==> src/sv/fita_pkg.sv <==
// ============================================================================
// fita_pkg
// Types, constants and the control program of the integer-to-ascii converter
// ============================================================================
package fita_pkg;

    // digit store depth: eleven octal digits of a 32-bit value
    localparam int MAX_DIGITS = 11;
    localparam int IDX_W      = $clog2(MAX_DIGITS);

    // conversion request codes
    localparam logic [2:0] OP_SDEC = 3'd0;
    localparam logic [2:0] OP_UDEC = 3'd1;
    localparam logic [2:0] OP_OCT  = 3'd2;
    localparam logic [2:0] OP_HEX  = 3'd3;
    localparam logic [2:0] OP_CHAR = 3'd4;

    // ascii constants
    localparam logic [7:0] CH_MINUS = 8'h2D;
    localparam logic [7:0] CH_ZERO  = 8'h30;
    localparam logic [7:0] CH_SPACE = 8'h20;
    localparam logic [7:0] CH_ALPHA = 8'h37; // 'A' - 10

    // reciprocal of ten: floor(x / 10) = (x * RECIP10) >> RECIP_SHIFT
    localparam logic [31:0] RECIP10     = 32'hCCCC_CCCD;
    localparam int          RECIP_SHIFT = 35;

    // program steps
    typedef logic [2:0] step_t;

    localparam step_t ST_IDLE  = 3'd0;
    localparam step_t ST_MUL   = 3'd1;
    localparam step_t ST_DIGD  = 3'd2;
    localparam step_t ST_SETUP = 3'd3;
    localparam step_t ST_EMIT  = 3'd4;
    localparam step_t ST_DIGS  = 3'd5;
    localparam step_t ST_BACK  = 3'd6;
    localparam step_t ST_CHAR  = 3'd7;

    typedef enum logic [2:0] {
        A_NONE,
        A_LOAD,
        A_MUL,
        A_DIGIT,
        A_SETUP,
        A_EMIT,
        A_CHAR
    } act_t;

    typedef enum logic [2:0] {
        C_NEXT,
        C_JUMP,
        C_DISPATCH,
        C_LOOP,
        C_EMPTY,
        C_EMIT
    } cond_t;

    typedef struct packed {
        act_t  act;
        cond_t cond;
        step_t jmp;
    } uword_t;

    // datapath status seen by the sequencer
    typedef struct packed {
        logic       in_valid;
        logic [2:0] opcode;
        logic       loop_more;
        logic       empty;
        logic       emit_done;
    } seq_stat_t;

    // control store
    function automatic uword_t ucode(step_t s);
        uword_t w;
        unique case (s)
            ST_IDLE:  w = '{act: A_LOAD,  cond: C_DISPATCH, jmp: ST_IDLE};
            ST_MUL:   w = '{act: A_MUL,   cond: C_NEXT,     jmp: ST_IDLE};
            ST_DIGD:  w = '{act: A_DIGIT, cond: C_LOOP,     jmp: ST_MUL};
            ST_SETUP: w = '{act: A_SETUP, cond: C_EMPTY,    jmp: ST_IDLE};
            ST_EMIT:  w = '{act: A_EMIT,  cond: C_EMIT,     jmp: ST_IDLE};
            ST_DIGS:  w = '{act: A_DIGIT, cond: C_LOOP,     jmp: ST_DIGS};
            ST_BACK:  w = '{act: A_NONE,  cond: C_JUMP,     jmp: ST_SETUP};
            ST_CHAR:  w = '{act: A_CHAR,  cond: C_EMIT,     jmp: ST_IDLE};
            default:  w = '{act: A_NONE,  cond: C_JUMP,     jmp: ST_IDLE};
        endcase
        return w;
    endfunction

    function automatic logic [7:0] digit_char(logic [3:0] d);
        logic [7:0] c;
        if (d < 4'd10)
            c = CH_ZERO + {4'b0, d};
        else
            c = CH_ALPHA + {4'b0, d};
        return c;
    endfunction

endpackage

==> src/sv/fita_seq.sv <==
// ============================================================================
// fita_seq
// Step counter and control store of the integer-to-ascii converter
// ============================================================================
module fita_seq (
    input  logic               clk,
    input  logic               rst_n,
    input  fita_pkg::seq_stat_t stat,
    output fita_pkg::uword_t   ctrl
);
    import fita_pkg::*;

    step_t pc_reg;
    step_t pc_next;
    step_t dispatch;

    assign ctrl = ucode(pc_reg);

    always_comb
    begin
        case (stat.opcode) inside
            OP_SDEC, OP_UDEC: dispatch = ST_MUL;
            OP_OCT, OP_HEX:   dispatch = ST_DIGS;
            OP_CHAR:          dispatch = ST_CHAR;
            default:          dispatch = ST_IDLE;
        endcase
    end

    always_comb
    begin
        pc_next = pc_reg;
        unique case (ctrl.cond)
            C_NEXT:     pc_next = pc_reg + 3'd1;
            C_JUMP:     pc_next = ctrl.jmp;
            C_DISPATCH: pc_next = stat.in_valid ? dispatch : pc_reg;
            C_LOOP:     pc_next = stat.loop_more ? ctrl.jmp : pc_reg + 3'd1;
            C_EMPTY:    pc_next = stat.empty ? ctrl.jmp : pc_reg + 3'd1;
            C_EMIT:     pc_next = stat.emit_done ? ctrl.jmp : pc_reg;
            default:    pc_next = ST_IDLE;
        endcase
    end

    always_ff @(posedge clk or negedge rst_n)
    begin
        if (!rst_n)
            pc_reg <= ST_IDLE;
        else
            pc_reg <= pc_next;
    end

endmodule

==> src/sv/formatted_integer_to_ascii.sv <==
// ============================================================================
// formatted_integer_to_ascii
// printf-style integer conversion with width, precision and padding
// ============================================================================
// usage
// - input channel: one item is a 32-bit value plus a conversion request
//   (signed/unsigned decimal, octal, upper hex or single character) and the
//   width/precision/flag fields; accepted when in_valid is high and in_stall
//   is low. in_stall is high whenever a conversion is in progress.
// - output channel: one item per ascii character, last marks the final one;
//   taken when out_valid is high and out_stall is low.
// - sequencing: a microcoded sequencer runs each item. each decimal digit
//   takes a reciprocal multiply step, then a digit and remainder step;
//   octal and hex digits take a digit step each and then a return step.
//   a setup step follows, then one character per cycle while the receiver
//   does not stall. a character item goes from idle to its character step.
// - items with an unknown request code, or with zero precision and no
//   padding, are consumed and produce no output.
// - when the receiver stalls, the output register holds and the sequencer
//   waits in its emit or character step; nothing is dropped.
// - reset returns the sequencer to idle and empties the output register.
// ============================================================================
module formatted_integer_to_ascii (
    input  logic        clk,
    input  logic        rst_n,
    // input channel
    input  logic        in_valid,
    output logic        in_stall,
    input  logic [2:0]  opcode,
    input  logic [31:0] value,
    input  logic        zero_pad,
    input  logic        left_adjust,
    input  logic        width_valid,
    input  logic [5:0]  field_width,
    input  logic        prec_valid,
    input  logic [5:0]  precision,
    // output channel
    output logic        out_valid,
    input  logic        out_stall,
    output logic [7:0]  out_char,
    output logic        last
);
    import fita_pkg::*;

    // sequencer
    uword_t    ctrl;
    seq_stat_t stat;

    // request registers
    logic        dec_reg, dec_next;
    logic        hex_reg, hex_next;
    logic        neg_reg, neg_next;
    logic        zp_reg, zp_next;
    logic        la_reg, la_next;
    logic        wv_reg, wv_next;
    logic [5:0]  fw_reg, fw_next;
    logic        pv_reg, pv_next;
    logic [5:0]  pr_reg, pr_next;

    // digit datapath
    logic [31:0] mag_reg, mag_next;
    logic [63:0] prod_reg, prod_next;
    logic [7:0]  store_reg [MAX_DIGITS];
    logic        store_we;
    logic [7:0]  store_wdata;
    logic [IDX_W-1:0] ndig_reg, ndig_next;

    // emit counters
    logic [3:0]  text_left_reg, text_left_next;
    logic [5:0]  pad_left_reg, pad_left_next;
    logic [IDX_W-1:0] pos_reg, pos_next;

    // output register
    logic        out_valid_reg, out_valid_next;
    logic [7:0]  out_char_reg, out_char_next;
    logic        last_reg, last_next;

    // combinational helpers
    logic [31:0] quot;
    logic [31:0] rem;
    logic [3:0]  digit;
    logic [31:0] mag_step;
    logic [IDX_W-1:0] len_raw;
    logic [IDX_W-1:0] len;
    logic [5:0]  pad;
    logic [6:0]  total_left;
    logic        take_text;
    logic [IDX_W-1:0] rd_idx;
    logic [7:0]  text_ch;
    logic [7:0]  pad_ch;
    logic [7:0]  emit_ch;
    logic        out_free;
    logic        emit_fire;
    logic        emit_final;
    logic        accept;

    fita_seq u_seq (
        .clk   (clk),
        .rst_n (rst_n),
        .stat  (stat),
        .ctrl  (ctrl)
    );

    assign in_stall  = (ctrl.act != A_LOAD);
    assign accept    = in_valid && !in_stall;
    assign out_valid = out_valid_reg;
    assign out_char  = out_char_reg;
    assign last      = last_reg;

    // divide by ten through the registered reciprocal product
    assign quot = 32'(prod_reg[63:RECIP_SHIFT]);
    assign rem  = mag_reg - (quot << 3) - (quot << 1);

    always_comb
    begin
        if (dec_reg)
        begin
            digit    = rem[3:0];
            mag_step = quot;
        end
        else if (hex_reg)
        begin
            digit    = mag_reg[3:0];
            mag_step = mag_reg >> 4;
        end
        else
        begin
            digit    = {1'b0, mag_reg[2:0]};
            mag_step = mag_reg >> 3;
        end
    end

    // text length after precision, pad count after width
    assign len_raw = ndig_reg + IDX_W'(neg_reg);
    assign len     = (pv_reg && pr_reg < 6'(len_raw)) ? pr_reg[IDX_W-1:0] : len_raw;
    assign pad     = (wv_reg && fw_reg > 6'(len)) ? fw_reg - 6'(len) : 6'd0;

    // character selection while emitting
    assign total_left = 7'(text_left_reg) + 7'(pad_left_reg);
    assign take_text  = la_reg ? (text_left_reg != 4'd0) : (pad_left_reg == 6'd0);
    // digits sit least significant first; text position 0 is the sign if any
    assign rd_idx     = ndig_reg + IDX_W'(neg_reg) - IDX_W'(1) - pos_reg;
    assign text_ch    = (neg_reg && pos_reg == '0) ? CH_MINUS : store_reg[rd_idx];
    assign pad_ch     = (la_reg || neg_reg || !zp_reg) ? CH_SPACE : CH_ZERO;
    assign emit_ch    = (ctrl.act == A_CHAR) ? mag_reg[7:0]
                      : (take_text ? text_ch : pad_ch);

    assign out_free   = !out_valid_reg || !out_stall;
    assign emit_fire  = (ctrl.act == A_EMIT || ctrl.act == A_CHAR) && out_free;
    assign emit_final = (ctrl.act == A_CHAR) || (total_left == 7'd1);

    always_comb
    begin
        stat.in_valid  = in_valid;
        stat.opcode    = opcode;
        stat.loop_more = (mag_step != 32'd0);
        stat.empty     = (len == '0) && (pad == 6'd0);
        stat.emit_done = emit_fire && emit_final;
    end

    // datapath next state, decoded from the control word
    always_comb
    begin
        dec_next       = dec_reg;
        hex_next       = hex_reg;
        neg_next       = neg_reg;
        zp_next        = zp_reg;
        la_next        = la_reg;
        wv_next        = wv_reg;
        fw_next        = fw_reg;
        pv_next        = pv_reg;
        pr_next        = pr_reg;
        mag_next       = mag_reg;
        prod_next      = prod_reg;
        ndig_next      = ndig_reg;
        text_left_next = text_left_reg;
        pad_left_next  = pad_left_reg;
        pos_next       = pos_reg;
        store_we       = 1'b0;
        store_wdata    = digit_char(digit);

        unique case (ctrl.act)
            A_LOAD:
            begin
                if (accept)
                begin
                    dec_next  = (opcode == OP_SDEC) || (opcode == OP_UDEC);
                    hex_next  = (opcode == OP_HEX);
                    neg_next  = (opcode == OP_SDEC) && value[31];
                    mag_next  = ((opcode == OP_SDEC) && value[31]) ? 32'd0 - value : value;
                    zp_next   = zero_pad;
                    la_next   = left_adjust;
                    wv_next   = width_valid;
                    fw_next   = field_width;
                    pv_next   = prec_valid;
                    pr_next   = precision;
                    ndig_next = '0;
                end
            end
            A_MUL:
            begin
                prod_next = mag_reg * RECIP10;
            end
            A_DIGIT:
            begin
                store_we  = 1'b1;
                mag_next  = mag_step;
                ndig_next = ndig_reg + IDX_W'(1);
            end
            A_SETUP:
            begin
                text_left_next = 4'(len);
                pad_left_next  = pad;
                pos_next       = '0;
            end
            A_EMIT:
            begin
                if (emit_fire)
                begin
                    if (take_text)
                    begin
                        text_left_next = text_left_reg - 4'd1;
                        pos_next       = pos_reg + IDX_W'(1);
                    end
                    else
                    begin
                        pad_left_next = pad_left_reg - 6'd1;
                    end
                end
            end
            A_CHAR, A_NONE:
            begin
            end
            default:
            begin
            end
        endcase
    end

    // output register: refilled in the same cycle it is taken
    always_comb
    begin
        out_valid_next = out_valid_reg;
        out_char_next  = out_char_reg;
        last_next      = last_reg;
        if (emit_fire)
        begin
            out_valid_next = 1'b1;
            out_char_next  = emit_ch;
            last_next      = emit_final;
        end
        else if (!out_stall)
        begin
            out_valid_next = 1'b0;
        end
    end

    // control state
    always_ff @(posedge clk or negedge rst_n)
    begin
        if (!rst_n)
        begin
            out_valid_reg <= 1'b0;
            ndig_reg      <= '0;
            text_left_reg <= 4'd0;
            pad_left_reg  <= 6'd0;
            pos_reg       <= '0;
        end
        else
        begin
            out_valid_reg <= out_valid_next;
            ndig_reg      <= ndig_next;
            text_left_reg <= text_left_next;
            pad_left_reg  <= pad_left_next;
            pos_reg       <= pos_next;
        end
    end

    // payload
    always_ff @(posedge clk)
    begin
        dec_reg      <= dec_next;
        hex_reg      <= hex_next;
        neg_reg      <= neg_next;
        zp_reg       <= zp_next;
        la_reg       <= la_next;
        wv_reg       <= wv_next;
        fw_reg       <= fw_next;
        pv_reg       <= pv_next;
        pr_reg       <= pr_next;
        mag_reg      <= mag_next;
        prod_reg     <= prod_next;
        out_char_reg <= out_char_next;
        last_reg     <= last_next;
        if (store_we)
            store_reg[ndig_reg] <= store_wdata;
    end

`ifndef SYNTHESIS
    // emitting with nothing left to send means the counters slipped
    a_emit_has_work: assert property (@(posedge clk) disable iff (!rst_n)
        (ctrl.act == A_EMIT) |-> (total_left != 7'd0))
        else $error("emit step with empty counters");

    // the digit count never exceeds the store depth
    a_ndig_bound: assert property (@(posedge clk) disable iff (!rst_n)
        (ndig_reg <= IDX_W'(MAX_DIGITS)))
        else $error("digit count beyond store depth");

    // a digit read always lands on a written entry
    a_read_in_range: assert property (@(posedge clk) disable iff (!rst_n)
        (emit_fire && ctrl.act == A_EMIT && take_text && !(neg_reg && pos_reg == '0))
        |-> (rd_idx < ndig_reg))
        else $error("digit read outside written range");

    // the final character returns the block to accepting input
    a_final_idle: assert property (@(posedge clk) disable iff (!rst_n)
        (emit_fire && emit_final) |=> (ctrl.act == A_LOAD))
        else $error("sequencer not idle after final character");
`endif

endmodule
==> config.mk <==
export PLATFORM = sky130hd
export DESIGN_NAME = formatted_integer_to_ascii
export DESIGN_NICKNAME = d
export VERILOG_FILES = /design/src/sv/fita_pkg.sv /design/src/sv/fita_seq.sv /design/src/sv/formatted_integer_to_ascii.sv
export SDC_FILE = /design/constraint.sdc
export NUM_CORES = 1
export LEC_CHECK = 0
export ABC_AREA = 1
export BUFFER_PORTS_ARGS = -buffer_cell sky130_fd_sc_hd__clkbuf_2
export CAP_MARGIN = 40
export CORE_ASPECT_RATIO = 0.7
export CORE_MARGIN = 5
export CORE_UTILIZATION = 45
export DETAILED_ROUTE_END_ITERATION = 10
export PLACE_DENSITY = 0.69
export SLEW_MARGIN = 20
export SYNTH_ARGS = -nofsm -noshare
export SYNTH_HDL_FRONTEND = slang
export SYNTH_SLANG_ARGS = --single-unit
==> constraint.sdc <==
create_clock -name clk -period 10.4 [get_ports clk]
set_input_delay 2.08 -clock clk [delete_from_list [all_inputs] [get_ports clk]]
set_output_delay 2.08 -clock clk [all_outputs]
set_load 0.1 [all_outputs]
Word-level counts from Yosys, hierarchy flattened
Memories as Yosys holds them, arrays and structs flattened.
Index checks and enable logic that the tools add are counted.
Widths: inputs -> output; s select.
{ "totals": {"regBits": 146, "latch_bits": 0, "ram_bits": 77, "mem_bits_ro": 72, "input_bits": 55, "out_inout_bits": 11, "word_cells": 138, "memories": 2} }
{ "memory_table": {"columns": ["name", "depth", "width", "rd", "rd_ports_with_merged_regs", "wr", "line_no", "text"], "rows": [
  ["store_reg", 11, 7, 1, 0, 1, "formatted_integer_to_ascii.sv:63", "logic [7:0] store_reg [MAX_DIGITS];"],
  ["(name not given)", 8, 9, 1, 0, 0, "fita_pkg.sv:77", "unique case (s)"]
]} }
{ "classes": {"add_sub_neg": 15, "multipliers": 1, "div": 0, "order_cmp": 3, "n_eq_ne": 24, "shifts": 0, "n_mux": 39, "bitwise_logic": 0, "reduce_logical": 35} }
{ "op_table": {"columns": ["operator", "n"], "rows": [
  ["$mul 32x32->64 const B", 1],
  ["$mux 32", 2],
  ["$pmux 32 s2", 1],
  ["$mux 29", 2],
  ["$mux 4", 8],
  ["$reduce_bool 32->1", 1],
  ["$sub 1x32->32 const A", 1],
  ["$mux 8", 3],
  ["$pmux 4 s2", 3],
  ["$mux 3", 7],
  ["$eq 3x2->1 const B", 6],
  ["$eq 3x3->1 const B", 6],
  ["$mux 6", 3],
  ["$pmux 3 s6", 1],
  ["$add 6x4->7 const A", 2],
  ["$logic_not 6->1", 2],
  ["$pmux 6 s2", 1],
  ["$sub 4x4->4", 3],
  ["$ne 2x2->1 const B", 5],
  ["$eq 3x1->1 const B", 3],
  ["$add 4x1->4 const B", 2],
  ["$logic_and 1x1->1", 8],
  ["$logic_not 4->1", 2],
  ["$sub 4x1->4 const B", 2],
  ["22 further kinds", 42]
]} }

Depth between registers and ports, before layout
Gate-level depths: netlist of the first run.
{ "logic_depth": {"ltp_word": 11, "mapped_depth": 32} }

By module
Synthesis of the first run repeated with hierarchy kept, for this count alone.
{ "unflattened": {"cells_unflattened": 3507, "hier_area_um2": 29334.4} }
{ "modules_own_cells": {"columns": ["module", "instances", "cells_per_inst", "area_each_um2"], "rows": [
  ["formatted_integer_to_ascii", 1, 3406, 28770.1],
  ["fita_seq", 1, 101, 564.3]
]} }

Least setup slack after synthesis of the first run
OpenSTA, ideal clock, no wires.
{ "synth_timing": {"kind": "flip-flop to flip-flop", "start": "register mag_reg[18]", "end": "register prod_reg[57], data pin", "setup_time_ns": 0.253, "t_arrival_ns": 5.837, "required_ns": 10.147, "slack_ns": 4.311, "stages_incl_launch_ff": 25, "n_path_buf": 0, "synth_period_minus_slack_ns": 6.089, "cell_sequence": "edfxtp_1 -> ha_1 -> inv_1 -> fa_1 -> inv_1 -> fa_1 -> inv_1 -> fa_1 -> inv_1 -> fa_1 -> fa_1 -> fa_1 -> inv_1 -> fa_1 -> inv_1 -> ha_1 -> nand2_1 -> nor2_1 -> inv_1 -> nor4_1 -> nand3b_1 -> nand3_1 -> nand2_1 -> nand4_1 -> nand2_1"} }
{ "synth_via": {"elab_chain_len": 1} }
{ "synth_rtl": {"columns": ["item", "line_no", "text"], "rows": [
  ["from (decl)", "formatted_integer_to_ascii.sv:61", "logic [31:0] mag_reg, mag_next;"],
  ["from (signal assigned)", "formatted_integer_to_ascii.sv:291", "mag_reg <= mag_next;"],
  ["$mul 32x32->64", "formatted_integer_to_ascii.sv:202", "prod_next = mag_reg * RECIP10;"],
  ["to (signal assigned)", "formatted_integer_to_ascii.sv:292", "prod_reg <= prod_next;"],
  ["to (decl)", "formatted_integer_to_ascii.sv:62", "logic [63:0] prod_reg, prod_next;"]
]} }
No other way between the ends.
A chain may end at the register's enable or synchronous reset.

Worst setup path in the final report of the first run
{ "layout_timing": {"start": "register mag_reg[9]", "end": "register prod_reg[42], data pin"} }
Same word-level chain as after synthesis.

==> summary.md, run 1 <==
| Metric | Value |
|---|---|
| Num rows | `77` |
| Post-DRT Antenna Nets | `0` |
| Post-CTS sizing | `0` |
| HP Class | `register to register` |
| Hpwl dp | `79400 µm` |
| Final Skew | `0.0210 ns` |
| Final-report setup violation count | `0` |
| Core area | `63000 µm²` |
| Crit path launch type | `register` |
| First-pass GRT wire length | `138000 µm` |
| Yosys reg bits | `188` |
| Top cells by area, synth | `fa_1 (27%), edfxtp_1 (17%), ha_1 (17%)` |
| CP Max Fanout | `9` |
| Gate Count Post-Synth | `3278` |
| Synth top area share | `27.3%` |
| Worst Tran Pin Value | `0.913 ns` |
| Status | `finished, final reports clean` |
| Cts hold-fix bufs | `0` |
| Cells along the critical path | `ha_1 > xnor2_1 > o21ai_0 > fa_1 > inv_1 > fa_1 > fa_1 > inv_1 > fa_1 > fa_1 > fa_1 > ha_1 > nand2_1 > nor2_1 > inv_1 > nor2_1 > nand3_1 > o21ai_0 > a21oi_1 > xnor2_1` |
| Antenna fix cells | `0` |
| # nets final | `4177` |
| RSZ-0062 raised after global routing | `false` |
| CTS tree | `yes` |
| Slew HR | `38.5%` |
| Fraction of layout cells with a size suffix above 1 | `5.32%` |
| Final setup TNS | `0 ns` |
| Gr ovfl total | `0` |
| CTS Buffer Depth | `2` |
| Delay-heaviest family, CP | `adder cells` |
| Max-slew violation count | `0` |
| Distinct cells, synth | `57` |
| Starting Density | `45.3%` |
| Port buffer count | `65` |
| Fraction of registers with async set/reset | `11.7%` |
| YS warnings | `0` |
| Sequential share of the synthesized area | `19.4%` |
| Drt drc | `0` |
| Fill count | `6094` |
| Crit path time final | `7.41 ns` |
| EDFF count, synth | `166` |
| Maxcap violations | `0` |
| Reg clk slew, reported paths | `0.08 ns` |
| Final Cell Area | `30600 µm²` |
| Die Span X | `311 µm` |
| Final hold violation count | `0` |
| DRT iter0 DRCs | `2504` |
| Setup Fix Bufs, Post-CTS | `0` |
| Clock sinks | `188` |
| Delay of the slowest critical-path stage | `0.74 ns` |
| All-layer global routing usage | `27.0%` |
| Initial antenna violation count | `1` |
| Area Overhead vs Synth | `7.14%` |
| Synth Cell Area | `28500 µm²` |
| Die Y | `221 µm` |
| H-tree depth | `4` |
| Critical path arrival | `7.64 ns` |
| Largest net degree at the start of global routing | `60` |
| Syn_nets | `4102` |
| Ys flop type | `edfxtp_1` |
| Max Freq | `135 MHz` |
| Root Buffer | `clkbuf_16` |
| Worst path buffer plus inverter count | `3` |
| Die footprint | `68700 µm²` |
| CTS Buf Count | `17` |
| Period utilisation layout | `71.3%` |
| Total vias in the final route | `22400` |
| DR WL/cell | `22.0 µm` |
| Worst-Skew Late Latency | `0.48 ns` |
| CP most frequent cell | `fa_1` |
| # IOs | `66` |
| Vias/cell | `5.33` |
| Largest area contributor in the netlist | `fa_1` |
| Mean post-synth cell area | `8.71 µm²` |
| Endpoint class of the critical path | `register` |
| Number of global-route vias before repair | `22400` |
| CP required | `10.63 ns` |
| Post-placement cell area | `29900 µm²` |
| CP max stage cell | `edfxtp_1` |
| WS Path Type | `register to register` |
| Largest register FFs | `77` |
| Final wirelength | `92400 µm` |
| DR pass1 iterations | `6` |
| Gpl congestion | `1.03` |
-- per-layer routing --
layer | up-vias | track usage [%] | wire [µm]
li1 | 10400 | - | -
met1 | 10700 | 40.7 | 42500
met2 | 1167 | 36.2 | 34800
met3 | 89 | 12.1 | 13800
met4 | 2 | 4.35 | 1290
met5 | - | 0 | 7
-- final cells by class --
class,count,area (µm²),share of cell area (%)
clock inverters,14,205,0.671
clock buffers,18,429,1.40
repair buffers,98,566,1.85
multi-input cells,2226,19700,64.5
inverters,822,3090,10.1
flip-flops and latches,188,5540,18.1
well taps,829,1040,3.39
-- tightest hold or removal path, cell delays in order (launching register included) --
cell and delay (ns):
dfrtp_1 0.42, nand2_1 0.07, nand2_1 0.06
-- synthesized netlist by cell type (all sizes together), types with 26 or more instances --
cell type,count
a21oi,114
clkbuf,26
edfxtp,166
fa,389
ha,380
inv,819
nand2,485
nand3,133
nor2,251
nor3,36
o21ai,167
or2,33
xnor2,26
xor2,72
-- path summary, 6_finish.rpt --
path                            startpoint  slack [ns]  cells past startpoint               to
min in group asynchronous            rst_n        1.63                      1      ndig_reg[0]
min                        u_seq.pc_reg[1]        0.59                      2  u_seq.pc_reg[1]
max reg2reg                     mag_reg[9]        2.99                     20     prod_reg[42]
min reg2reg                u_seq.pc_reg[1]        0.59                      2  u_seq.pc_reg[1]
max in group asynchronous            rst_n        8.33                      1       pos_reg[0]
max                             mag_reg[9]        2.99                     20     prod_reg[42]
-- logic make-up (layout without fill, tap and decap cells) --
family	after synthesis	after routing	synth area share, %
compound gates	382	382	7.62
fa+ha+maj	769	769	43.9
flops	188	188	19.4
buf+inv	864	952	11.6
xor+xnor	98	98	3.03
mux	2	2	0.0701
simple gates	975	975	14.4
-- cell usage in the layout, fill, tap and decap left out, types with 25 or more instances in the layout --
cell      netlist  routed
clkbuf_2        0      65
nor2_1        242     241
o21ai_0       125     125
fa_1          389     389
o21ai_1        39      39
nor3_1         36      34
nand2_1       481     481
nand3_1       133     133
edfxtp_1      166     166
xor2_1         72      72
inv_1         801     801
xnor2_1        25      25
ha_1          380     380
a21oi_1       113     113
-- metrics by stage --
stage / setup slack (ns) / util, % / std cells / hold WS [ns]
3_5_place_dp: 3.25 / 47.5 / 4158 / 0.570
6_report: 2.99 / 48.5 / 4195 / 0.589
4_1_cts: 3.19 / 48.5 / 4190 / 0.589
2_1_floorplan: 4.31 / - / 3278 / 0.508
3_3_place_gp: 3.22 / 47.3 / 4145 / 0.555
5_1_grt: 2.78 / 48.5 / 4195 / 0.612
Power of run 1 is not shown: default switching activity piles up to over one toggle a cycle in this logic, so the estimate is an artifact.
==> inputs of run 2 (changes only) <==
--- a/config.mk
+++ b/config.mk
@@ -5,7 +5,7 @@
 export SDC_FILE = /design/constraint.sdc
 export NUM_CORES = 1
 export LEC_CHECK = 0
-export ABC_AREA = 1
+export ABC_AREA = 0
 export BUFFER_PORTS_ARGS = -buffer_cell sky130_fd_sc_hd__clkbuf_2
 export CAP_MARGIN = 40
 export CORE_ASPECT_RATIO = 0.7
==> constraint.sdc (replaced) <==
create_clock -name clk -period 7.3 [get_ports clk]
set_input_delay 1.46 -clock clk [delete_from_list [all_inputs] [get_ports clk]]
set_output_delay 1.46 -clock clk [all_outputs]
set_load 0.1 [all_outputs]
==> run 2 against run 1 <==
Net effect:
- wire length fell by 15%
- count of clock-buffer cells in the layout fell by 1
- die area down 6.9%
- register-to-register slack lost 2.9 ns
- critical path type unchanged
==> summary.md, run 2 <==
| Metric | Value |
|---|---|
| DRT iter0 DRCs | `1856` |
| Syn_nets | `3329` |
| Final setup TNS | `0 ns` |
| Post-synthesis simple-gate area fraction | `6.73%` |
| Max-slew violation count | `0` |
| Gate Count Post-Synth | `2505` |
| Worst Tran Pin Value | `0.834 ns` |
| Drt drc | `0` |
| Hpwl dp | `68000 µm` |
| CTS Buf Count | `17` |
| Reg2reg path depth | `24` |
| Final Skew | `0.0162 ns` |
| Largest family of logic cells by synthesized area | `adder cells` |
| CP Max Fanout | `4` |
| Adder and majority gate portion of the synthesized area | `47.3%` |
| Final Cell Area | `30400 µm²` |
| Maxcap violations | `0` |
| Endpoint class of the critical path | `register` |
| Num rows | `74` |
| # nets final | `3594` |
| RSZ-0062 raised after global routing | `true` |
| Post-placement cell area | `29100 µm²` |
| Post-synth top cells | `inv_1 (594), fa_1 (389), ha_1 (380)` |
| Crit path launch type | `register` |
| Status | `finished, final reports clean` |
| Largest area contributor in the netlist | `fa_1` |
| Fraction of layout cells with a size suffix above 1 | `15.3%` |
| CTS Buffer Depth | `2` |
| Number of global-route vias before repair | `20200` |
| CP required | `7.50 ns` |
| Reg clk slew, reported paths | `0.08 ns` |
| Period utilisation layout | `99.3%` |
| Die footprint | `63900 µm²` |
| Delay of the slowest critical-path stage | `0.62 ns` |
| EDFF count, synth | `166` |
| All-layer global routing usage | `25.2%` |
| Ys flop type | `edfxtp_1` |
| Reg-to-reg slack, setup | `0.05 ns` |
| Commonest non-fill, non-tap cells in the layout | `inv_1 (594), fa_1 (383), ha_1 (363)` |
| Crit path time final | `7.25 ns` |
| Largest net degree at the start of global routing | `61` |
| Worst-Skew Late Latency | `0.46 ns` |
| Final wirelength | `78900 µm` |
| CP max stage cell | `fa_2` |
| Largest register FFs | `77` |
| Post-DRT Antenna Nets | `0` |
| Crit. Startpoint | `mag_reg[1]` |
| Share of synthesized area spent on multiplexers | `3.61%` |
| Vias/cell | `5.53` |
| HP Start | `pos_reg[0]` |
| Top cells by area, synth | `fa_1 (29%), edfxtp_1 (19%), ha_1 (18%)` |
| DR pass1 iterations | `5` |
| RR Startpoint | `mag_reg[1]` |
| Distinct cells, synth | `76` |
| Root Buffer | `clkbuf_16` |
| Fill count | `5118` |
| Hold path depth | `1` |
| Top-count cell post-synth | `inv_1` |
| Fraction of registers with async set/reset | `11.7%` |
| Die Y | `213 µm` |
| Total vias in the final route | `19600` |
| # IOs | `66` |
| Clock sinks | `188` |
| Yosys reg bits | `188` |
| Area Overhead vs Synth | `14.6%` |
| Starting Density | `45.4%` |
| Final hold violation count | `0` |
| Core area | `58300 µm²` |
| Critical path arrival | `7.44 ns` |
| Port buffer count | `65` |
| Most common cell after layout, fill and taps aside | `inv_1` |
| Compound-Gate Fraction of Synth Area | `8.23%` |
| Gpl congestion | `1.04` |
| Max Freq | `138 MHz` |
| Slew HR | `44.2%` |
| HP Class | `register to register` |
| Synth Area in XOR/XNOR | `3.97%` |
| Final-report setup violation count | `0` |
| Die Span X | `300 µm` |
| WS Path Type | `register to register` |
| Synth Cell Area | `26500 µm²` |
| Synth top area share | `29.4%` |
| CTS tree | `yes` |
| Sequential share of the synthesized area | `20.9%` |
| YS warnings | `0` |
| DR WL/cell | `22.3 µm` |
| H-tree depth | `4` |
| Initial antenna violation count | `6` |
| Hold endpoint | `pos_reg[0]` |
| Cells along the critical path | `buf_4 > buf_4 > ha_1 > xor2_2 > xor2_1 > fa_2 > fa_2 > fa_1 > fa_1 > fa_1 > inv_1 > fa_1 > inv_1 > ha_4 > nand4_1 > buf_4 > nor4_4 > and3_1 > o31ai_1 > buf_4 > a31oi_4 > o31ai_4 > o41ai_2 > xor2_1` |
| First-pass GRT wire length | `122000 µm` |
| Mean post-synth cell area | `10.6 µm²` |
| Reg2reg end | `prod_reg[62]` |
| Gr ovfl total | `0` |
run 2: worst max path at each step:
stage                        end  cells past startpoint
global placement    prod_reg[53]                     24
CTS                 prod_reg[53]                     25
floorplan           prod_reg[60]                     24
detailed placement  prod_reg[53]                     25
global route        prod_reg[60]                     27
finish              prod_reg[62]                     24
run 2: logic make-up after synthesis:
kind of cell	count (synthesis)
compound gates	350
xor+xnor	120
fa+ha+maj	769
buf+inv	642
flops	188
mux	70
simple gates	366
run 2: worst max-delay path: cells and delay by family (launching register included):
family,cells,cell delay [ns]
adders and majority gates,8,3.63
buffers and inverters,6,0.83
AOI/OAI and AO/OA,4,0.71
and+or+nand+nor,3,0.68
xor gates and xnor gates,3,0.61
DFF,1,0.51
run 2: area by class of cell:
cell class,instances,area (µm²),share of cell area [%]
inverters,594,2230,7.34
clock inverters,14,183,0.602
flip-flops and latches,188,5540,18.2
well taps,760,951,3.13
repair buffers,294,2050,6.76
diodes,2,5.00,0.0165
clock buffers,17,425,1.40
multi-input cells,1675,19000,62.5
run 2: through the flow:
step	util, %	setup WS (ns)	cells	hold WS, ns
6_report	52.1	0.0528	3544	0.543
5_1_grt	52.1	-0.119	3542	0.570
4_1_cts	51.1	0.00387	3518	0.539
3_5_place_dp	49.9	-0.296	3487	0.528
3_3_place_gp	49.9	-0.317	3482	0.512
2_1_floorplan	-	0.456	2505	0.485
run 2: metal layers:
layer | wire length (µm) | GRT usage (%) | vias to the layer above
met5 | 61 | 0 | -
met2 | 33200 | 36.8 | 927
met4 | 1440 | 4.26 | 8
met1 | 34500 | 36.6 | 9801
met3 | 9720 | 9.40 | 115
li1 | - | - | 8737
run 2: what timing repair did:
action                     4_1_cts  5_1_grt
setup endpoints to repair       14       24
resized for setup               11       69
hold buffers                     0        0
setup buffers                    0       22
pin swaps                        1       19
Power of run 2 is left out for the same reason.
